**src/design/assert_macros.svh**
```systemverilog
// Assertion macros for the gradient scatter unit.
// Included by the top level; no other dependencies.
`ifndef ASSERT_MACROS_SVH
`define ASSERT_MACROS_SVH
`ifndef SYNTHESIS
`define BGS_ASSERT_IMPLY(lbl, ante, cons, msg) \
    lbl: assert property (@(posedge clk) disable iff (!rst_n) (ante) |-> (cons)) else $error(msg);
`define BGS_ASSERT_ALWAYS(lbl, cond, msg) \
    lbl: assert property (@(posedge clk) disable iff (!rst_n) (cond)) else $error(msg);
`else
`define BGS_ASSERT_IMPLY(lbl, ante, cons, msg)
`define BGS_ASSERT_ALWAYS(lbl, cond, msg)
`endif
`endif

```
**src/design/bgs_pkg.sv**
```systemverilog
// Package for the gradient scatter unit: sizes, codes, payload and
// controller/datapath interface types. No dependencies.
package bgs_pkg;

    localparam int MAX_COEFF   = 16384;
    localparam int TILE_VOXELS = 512;
    localparam int ROW_WEIGHTS = 64;
    localparam int COMPONENTS  = 3;
    localparam int SPAN        = 4;
    localparam int COEFF_W     = $clog2(MAX_COEFF);
    localparam int WT_AW       = $clog2(TILE_VOXELS * ROW_WEIGHTS);
    localparam int NB_W        = $clog2(SPAN * SPAN * SPAN);
    localparam int PTR_W       = 24;

    localparam logic [2:0] OP_LOAD   = 3'd0;
    localparam logic [2:0] OP_SC_CUR = 3'd1;
    localparam logic [2:0] OP_SC_TOT = 3'd2;
    localparam logic [2:0] OP_FOLD   = 3'd3;
    localparam logic [2:0] OP_CLEAR  = 3'd4;
    localparam logic [2:0] OP_READ   = 3'd5;
    localparam logic [2:0] OP_RSVD6  = 3'd6;
    localparam logic [2:0] OP_RSVD7  = 3'd7;

    localparam logic [1:0] ST_OK    = 2'd0;
    localparam logic [1:0] ST_RANGE = 2'd1;
    localparam logic [1:0] ST_SAT   = 2'd2;

    localparam logic CFG_GRID_X = 1'b0;
    localparam logic CFG_GRID_Y = 1'b1;

    typedef struct packed {
        logic [2:0]         cmd;
        logic [5:0]         pos_x;
        logic [5:0]         pos_y;
        logic [5:0]         pos_z;
        logic [8:0]         tile_offset;
        logic [5:0]         weight_index;
        logic signed [31:0] value;
        logic signed [15:0] grad_x;
        logic signed [15:0] grad_y;
        logic signed [15:0] grad_z;
        logic [15:0]        lambda;
        logic [13:0]        coeff_index;
    } in_t;

    typedef struct packed {
        logic [1:0]         status;
        logic signed [47:0] score_sum;
        logic signed [31:0] read_value;
    } out_t;

    typedef struct packed {
        logic               capture;
        logic               load_wt;
        logic               chk1;
        logic               chk2;
        logic               chk3;
        logic               scatter;
        logic               sc_wr;
        logic               nb_next;
        logic               fold_score;
        logic               fold;
        logic               fold_wr;
        logic               clr_wr;
        logic               finish;
        logic [1:0]         comp;
        logic [NB_W-1:0]    nb;
        logic [COEFF_W-1:0] idx;
    } cmd_t;

    typedef struct packed {
        logic [2:0] op;
        logic       oor;
        logic       out_valid;
    } sts_t;

endpackage

```
**src/design/bgs_ctrl.sv**
```systemverilog
// Controller: sequences clearing sweeps, range check, neighbor scatter,
// fold sweep and result hand-off. Depends on bgs_pkg.
module bgs_ctrl (
    input  logic          clk,
    input  logic          rst_n,
    input  logic          in_valid,
    output logic          in_ready,
    input  logic          out_ready,
    input  bgs_pkg::sts_t sts,
    output bgs_pkg::cmd_t cmd
);
    import bgs_pkg::*;

    localparam logic [3:0] S_RST  = 4'd0;
    localparam logic [3:0] S_IDLE = 4'd1;
    localparam logic [3:0] S_DISP = 4'd2;
    localparam logic [3:0] S_CHK1 = 4'd3;
    localparam logic [3:0] S_CHK2 = 4'd4;
    localparam logic [3:0] S_CHK3 = 4'd5;
    localparam logic [3:0] S_CHKD = 4'd6;
    localparam logic [3:0] S_SRD  = 4'd7;
    localparam logic [3:0] S_SWR  = 4'd8;
    localparam logic [3:0] S_FSC  = 4'd9;
    localparam logic [3:0] S_FRD  = 4'd10;
    localparam logic [3:0] S_FWR  = 4'd11;
    localparam logic [3:0] S_CLR  = 4'd12;
    localparam logic [3:0] S_RD   = 4'd13;
    localparam logic [3:0] S_FIN  = 4'd14;

    localparam logic [COEFF_W-1:0] IDX_LAST = COEFF_W'(MAX_COEFF - 1);
    localparam logic [NB_W-1:0]    NB_LAST  = NB_W'(SPAN * SPAN * SPAN - 1);

    logic [3:0]         state_reg, state_next;
    logic [COEFF_W-1:0] idx_reg, idx_next;
    logic [NB_W-1:0]    nb_reg, nb_next;
    logic [1:0]         comp_reg, comp_next;

    always_ff @(posedge clk or negedge rst_n)
    begin
        if (!rst_n)
        begin
            state_reg <= S_RST;
            idx_reg   <= '0;
            nb_reg    <= '0;
            comp_reg  <= '0;
        end
        else
        begin
            state_reg <= state_next;
            idx_reg   <= idx_next;
            nb_reg    <= nb_next;
            comp_reg  <= comp_next;
        end
    end

    always_comb
    begin
        state_next = state_reg;
        idx_next   = idx_reg;
        nb_next    = nb_reg;
        comp_next  = comp_reg;
        cmd        = '0;
        cmd.comp   = comp_reg;
        cmd.nb     = nb_reg;
        cmd.idx    = idx_reg;
        in_ready   = 1'b0;
        unique case (state_reg)
            S_RST:
            begin
                cmd.clr_wr = 1'b1;
                idx_next   = idx_reg + 1'b1;
                if (idx_reg == IDX_LAST)
                begin
                    state_next = S_IDLE;
                end
            end
            S_IDLE:
            begin
                in_ready = 1'b1;
                if (in_valid)
                begin
                    cmd.capture = 1'b1;
                    state_next  = S_DISP;
                end
            end
            S_DISP:
            begin
                idx_next = '0;
                unique case (sts.op)
                    OP_LOAD:
                    begin
                        cmd.load_wt = 1'b1;
                        state_next  = S_FIN;
                    end
                    OP_SC_CUR, OP_SC_TOT: state_next = S_CHK1;
                    OP_FOLD:              state_next = S_FSC;
                    OP_CLEAR:             state_next = S_CLR;
                    OP_READ:              state_next = S_RD;
                    default:              state_next = S_FIN;
                endcase
            end
            S_CHK1:
            begin
                cmd.chk1   = 1'b1;
                state_next = S_CHK2;
            end
            S_CHK2:
            begin
                cmd.chk2   = 1'b1;
                state_next = S_CHK3;
            end
            S_CHK3:
            begin
                cmd.chk3   = 1'b1;
                nb_next    = '0;
                comp_next  = '0;
                state_next = S_CHKD;
            end
            S_CHKD:
            begin
                state_next = sts.oor ? S_FIN : S_SRD;
            end
            S_SRD:
            begin
                cmd.scatter = 1'b1;
                state_next  = S_SWR;
            end
            S_SWR:
            begin
                cmd.scatter = 1'b1;
                cmd.sc_wr   = 1'b1;
                state_next  = S_SRD;
                if (comp_reg == 2'd2)
                begin
                    comp_next = '0;
                    if (nb_reg == NB_LAST)
                    begin
                        state_next = S_FIN;
                    end
                    else
                    begin
                        cmd.nb_next = 1'b1;
                        nb_next     = nb_reg + 1'b1;
                    end
                end
                else
                begin
                    comp_next = comp_reg + 1'b1;
                end
            end
            S_FSC:
            begin
                cmd.fold_score = 1'b1;
                state_next     = S_FRD;
            end
            S_FRD:
            begin
                cmd.fold   = 1'b1;
                state_next = S_FWR;
            end
            S_FWR:
            begin
                cmd.fold    = 1'b1;
                cmd.fold_wr = 1'b1;
                idx_next    = idx_reg + 1'b1;
                state_next  = (idx_reg == IDX_LAST) ? S_FIN : S_FRD;
            end
            S_CLR:
            begin
                cmd.clr_wr = 1'b1;
                idx_next   = idx_reg + 1'b1;
                if (idx_reg == IDX_LAST)
                begin
                    state_next = S_FIN;
                end
            end
            S_RD:
            begin
                state_next = S_FIN;
            end
            S_FIN:
            begin
                if (!sts.out_valid || out_ready)
                begin
                    cmd.finish = 1'b1;
                    state_next = S_IDLE;
                end
            end
            default:
            begin
                state_next = S_IDLE;
            end
        endcase
    end

endmodule

```
**config.mk**
```make
export PLATFORM = sky130hd
export DESIGN_NAME = bgs_ctrl
export DESIGN_NICKNAME = d
export VERILOG_FILES = /design/src/design/assert_macros.svh /design/src/design/bgs_pkg.sv /design/src/design/bgs_ctrl.sv
export SDC_FILE = /design/constraint.sdc
export NUM_CORES = 1
export LEC_CHECK = 0
export BUFFER_PORTS_ARGS = -buffer_cell sky130_fd_sc_hd__buf_2
export CORE_ASPECT_RATIO = 0.75
export CORE_MARGIN = 2
export CORE_UTILIZATION = 35
export CTS_BUF_LIST = sky130_fd_sc_hd__clkbuf_8
export DETAILED_ROUTE_END_ITERATION = 8
export PLACE_DENSITY_LB_ADDON = 0.25
export SLEW_MARGIN = 20
export SYNTH_ARGS = -nofsm -noshare
export SYNTH_HDL_FRONTEND = slang
export SYNTH_SLANG_ARGS = --single-unit
```
**constraint.sdc**
```tcl
create_clock -name clk -period 2.04 [get_ports clk]
set_input_delay 0.102 -clock clk [delete_from_list [all_inputs] [get_ports clk]]
set_output_delay 0.102 -clock clk [all_outputs]
set_load 0.005 [all_outputs]
```
After elaboration in Yosys (flattened, before gate mapping):

Index checks and enable logic that the tools add are counted.

* bits in registers: 26
* bits of input ports: 9
* output and inout bits: 36

* add/subtract/negate cells: 3
* eq/ne operators: 28
* muxes and demuxes: 34
* reduce and logical (&&, ||, !) cells: 13

Operators with widths (number)
* $pmux 4 s15: 1
* $eq 4x4->1 const B: 7
* $mux 4: 7
* $pmux 14 s2: 1
* $mux 1: 17
* $eq 4x3->1 const B: 4
* $pmux 4 s4: 1
* $add 14x1->14 const B: 1
* $eq 14x14->1 const B: 1
* $mux 6: 2
* $ne 2x2->1 const B: 6
* $pmux 6 s2: 1
* $eq 4x2->1 const B: 2
* $reduce_or 2->1: 4
* $add 6x1->6 const B: 1
* $eq 3x2->1 const B: 2
* $eq 3x3->1 const B: 2
* $eq 6x6->1 const B: 1
* $eq 4x1->1 const B: 1
* $logic_not 4->1: 1
* $mux 2: 2
* $pmux 2 s2: 1
* $reduce_and 4->1: 1
* $reduce_bool 2->1: 2
* other kinds (9): 9

Logic depth before layout (Yosys ltp):

* depth in word-level cells: 4
* gate-level depth with buffers: 7

Least setup slack after synthesis:

OpenSTA, ideal clock, no wires.

* path kind: register to register
* start: register state_reg[1]
* end: register nb_reg[3]
* library setup time: 77 ps
* arrival time: 1860 ps
* slack: 102 ps
* cell stages (with the launch flop): 7
* buffers on the path: 1
* clock period less this slack: 1938 ps
* cells stage by stage: dfrtp_1 or4b_1 buf_2 mux2i_2 or2_4 or3_1 a21oi_1

* cells in the longest elaborated chain, start to end: 3
* elaborated cells between the ends (all ways): 7

RTL lines
* start: declaration: line bgs_ctrl.sv:33 `logic [3:0] state_reg, state_next;`
* start signal: assignment: line bgs_ctrl.sv:49 `state_reg <= state_next;`
* $eq 4x4->1 or $eq 4x3->1 (tied branches): line bgs_ctrl.sv:67 `unique case (state_reg)`
* $ne 2x2->1 (no source line) or $reduce_bool 2->1 (tied branches)
* $reduce_and 3->1 (no source line)
* end signal: assignment: line bgs_ctrl.sv:51 `nb_reg <= nb_next;`
* end: declaration: line bgs_ctrl.sv:35 `logic [NB_W-1:0] nb_reg, nb_next;`

Several ways; a longest one is shown, not always the timed one.
A chain may end at the register's enable or synchronous reset.

==> flow_metrics.env <==
export IMPL_yosys_cell_types_count=44
export IMPL_layout_nets=262
export IMPL_dp_slack_ns=0.0829
export IMPL_cts_buffers=3
export IMPL_cts_tree="yes"
export IMPL_p_per_area_nw_per_um2=1110
export IMPL_fraction_of_the_mapped_netlist_area_in_compound_gates_pct=17.4
export IMPL_fin_ws_ns=0.0983
export IMPL_drt_pass1_iterations=4
export IMPL_post_synth_cell_area_avg_sq_um=8.49
export IMPL_peakVddDrop_mv=0.436
export IMPL_largest_register_ff_count=14
export IMPL_clk_pin_slew_ns=0.09
export IMPL_rrSetupSlack_ns=0.1
export IMPL_grt_first_pass_wirelength_um=6580
export IMPL_cp_required_ns=1.94
export IMPL_clock_latency_late_sink_ns=0.28
export IMPL_drc_errors_left=0
export IMPL_die_y_um=63.2
export IMPL_worst_endpoint_arrival_ns=1.84
export IMPL_totalPowerFinal_mw=2.37
export IMPL_routed_wire_length_per_instance_um=13.3
export IMPL_initial_utilization_pct=36.5
export IMPL_vias_per_cell=5.21
export IMPL_post_synth_and_or_nand_nor_area_fraction_pct=29.1
export IMPL_main_combinational_cell_family_by_area_after_synthesis="simple AND/OR/NAND/NOR gates"
export IMPL_setup_viol=0
export IMPL_syn2layout_area_growth_pct=30.4
export IMPL_cts_path_max_buffers=2
export IMPL_postRouteAntennaNets=0
export IMPL_fin_crit_sh_pct=95.2
export IMPL_synth_ff_type="sky130_fd_sc_hd__dfrtp_1"
export IMPL_num_rows=21
export IMPL_worst_r2r_path_depth=5
export IMPL_synth_ff_latch_count=26
export IMPL_drt_iter0_markers=56
export IMPL_worstSetupEndpointType="output pin"
export IMPL_skew_ns=0.00227
export IMPL_synth_xor_area_share_pct=1.60
export IMPL_portBuffers=44
export IMPL_number_of_enable_flip_flop_cells_after_synthesis=0
export IMPL_cp_start_kind="flop"
export IMPL_whs_ns=0.148
export IMPL_gr_total_overflow=0
export IMPL_fp_dieW_um=83.0
export IMPL_number_of_violations_of_the_max_capacitance_limit=0
export IMPL_num_antenna_cells=0
export IMPL_timing_final_hold_violations=0
export IMPL_hold_class="in -> reg"
export IMPL_worstReg2RegEnd="nb_reg[3]"
export IMPL_synthCells=193
export IMPL_asyncSetResetFlopFracSynth_pct=100
export IMPL_timing_max_slew_rel_slack_pct=60.4
export IMPL_worst_hold_startpoint="in_valid"
export IMPL_wl_um=4070
export IMPL_grt_max_degree=27
export IMPL_cts_htree_levels=1
export IMPL_dp_final_hpwl_um=2980
export IMPL_gr_usage_all_layers_pct=15.3
export IMPL_min_delay_path_depth=4
export IMPL_result_of_the_run="completed"
export IMPL_final_layout_size_suffix_gt1_share_pct=33.6
export IMPL_critPathKind="reg -> out"
export IMPL_first_global_vias=1362
export IMPL_num_io_pins=45
export IMPL_synth_fa_ha_area_share_pct=1.53
export IMPL_placeable_area_sq_um=4490
export IMPL_synth_mux_area_fraction_pct=5.88
export IMPL_worst_hold_path_endpoint="state_reg[0]"
export IMPL_die_area_sq_um=5250
export IMPL_syn_cell_area_sq_um=1640
export IMPL_seq_area_frac_synth_pct=39.7
export IMPL_cts_sinks=26
export IMPL_worst_r2r_startpoint="state_reg[2]"
export IMPL_p_leak_nw=1.05
export IMPL_timing_setup_tns_ns=0
export IMPL_slew_violations=0
export IMPL_post_synthesis_net_count=204
export IMPL_clk_root_buffer_cell="sky130_fd_sc_hd__clkbuf_8"
export IMPL_min_period_ns=1.94
export IMPL_dr_total_vias=1600
export IMPL_fmax_mhz=515
export IMPL_tightest_slew_ns=0.594
export IMPL_antenna_violations_before_repair=0
export IMPL_worst_path_max_fanout=6
export IMPL_place_congestion=0.807
export IMPL_yosysWarnings=0
## cells by family after synthesis
| kind of cell | Yosys count |
|---|---|
| adder cells (fa/ha/maj) | 2 |
| multiplexers | 9 |
| XOR/XNOR | 3 |
| AO/OA/AOI/OAI | 46 |
| buffers and inverters | 16 |
| AND/OR/NAND/NOR | 91 |
| flip-flops | 26 |
## power breakdown
part,total (mW),internal [mW],switching (mW)
sequential,0.709,0.612,0.0974
combinational,1.22,0.550,0.668
clock,0.438,0.263,0.175
total,2.37,1.42,0.941
## cells in the mapped netlist (all sizes together) (2+ instances only)
cell / number / area share, %
dfrtp: 26 / 40
nand2: 22 / 5.0
nor2: 19 / 4.4
o21ai: 14 / 4.3
a21oi: 13 / 4.0
nand3: 11 / 3.4
clkbuf: 8 / 1.8
mux2i: 7 / 4.5
o31ai: 7 / 3.2
nand4: 6 / 2.3
nor4: 5 / 1.9
or2: 5 / 2.1
buf: 4 / 2.0
inv: 4 / 0.92
nor3: 4 / 1.5
or3: 4 / 1.5
nand2b: 3 / 1.1
a22o: 2 / 1.1
and2: 2 / 0.76
ha: 2 / 1.5
mux2: 2 / 1.4
nor2b: 2 / 0.76
nor3b: 2 / 0.92
o211ai: 2 / 0.92
xnor2: 2 / 1.1
## metal layers
layer | wire length [um] | vias up | global-route usage [%]
li1 | - | 814 | -
met1 | 2140 | 746 | 23.4
met2 | 1700 | 38 | 21.5
met3 | 207 | 2 | 3.80
met4 | 27 | 0 | 3.69
met5 | 0 | - | 0
## final cells by class
class                      instances  area [sq um]
tap                               57          71.3
clock buffer                       3          41.3
inverter                           4          15.0
multi-input combinational        151           947
timing repair buffer              65           380
sequential                        26           651
clock inverter                     1          30.0
fill                             450          2360
## layout by cell type, fill, tap and decap left out, types with 2 or more instances in the layout
cell	synthesis	final
sky130_fd_sc_hd__mux2_2	2	2
sky130_fd_sc_hd__o21ai_0	14	13
sky130_fd_sc_hd__nor4_1	5	4
sky130_fd_sc_hd__inv_1	4	4
sky130_fd_sc_hd__and2_1	2	2
sky130_fd_sc_hd__nand3_1	11	11
sky130_fd_sc_hd__clkbuf_8	0	3
sky130_fd_sc_hd__or3_4	0	2
sky130_fd_sc_hd__or2_4	1	2
sky130_fd_sc_hd__o31ai_1	7	7
sky130_fd_sc_hd__a22o_1	2	2
sky130_fd_sc_hd__buf_2	2	44
sky130_fd_sc_hd__buf_4	0	20
sky130_fd_sc_hd__nand2_1	22	22
sky130_fd_sc_hd__nor3b_1	2	2
sky130_fd_sc_hd__dfrtp_1	26	26
sky130_fd_sc_hd__nor2_1	19	18
sky130_fd_sc_hd__o211ai_1	2	2
sky130_fd_sc_hd__a21oi_1	13	13
sky130_fd_sc_hd__xnor2_1	2	2
sky130_fd_sc_hd__nor2b_1	2	2
sky130_fd_sc_hd__nand4_1	6	6
sky130_fd_sc_hd__nand2b_1	3	3
sky130_fd_sc_hd__or3_1	4	2
sky130_fd_sc_hd__or2_2	4	3
sky130_fd_sc_hd__mux2i_1	6	6
sky130_fd_sc_hd__nor3_1	3	3
## worst max-delay path, stage by stage, from the launching register on
cell and delay, ns:
sky130_fd_sc_hd__dfrtp_1 0.43, sky130_fd_sc_hd__or4b_4 0.51, sky130_fd_sc_hd__buf_4 0.16, sky130_fd_sc_hd__inv_1 0.11
sky130_fd_sc_hd__nand2_1 0.08, sky130_fd_sc_hd__nor2_2 0.14, sky130_fd_sc_hd__buf_2 0.13
## worst max path at each step
stage | from | end | depth (start not counted)
floorplan | state_reg[1] | nb_reg[3] | 6
global placement | state_reg[2] | nb_reg[4] | 5
detailed placement | idx_reg[1] | state_reg[1] | 7
CTS | idx_reg[1] | state_reg[1] | 7
global route | state_reg[2] | cmd[27] | 6
finish | state_reg[2] | cmd[27] | 6
## per-stage QoR
stage / instance area [sq um] / util [%] / std cells
2_1_floorplan: 1640 / - / 193
3_3_place_gp: 1990 / 44.2 / 298
3_5_place_dp: 1990 / 44.2 / 298
4_1_cts: 2070 / 46.1 / 303
5_1_grt: 2140 / 47.5 / 307
6_report: 2140 / 47.5 / 307
## timing repair
action | 4_1_cts | 5_1_grt
pin swaps | 0 | 3
hold buffers | 1 | 0
setup endpoints to repair | 2 | 8
setup buffers | 0 | 4
hold endpoints to repair | 26 | 0
gates resized for setup | 2 | 7
Power figures use the tool's default switching activity.
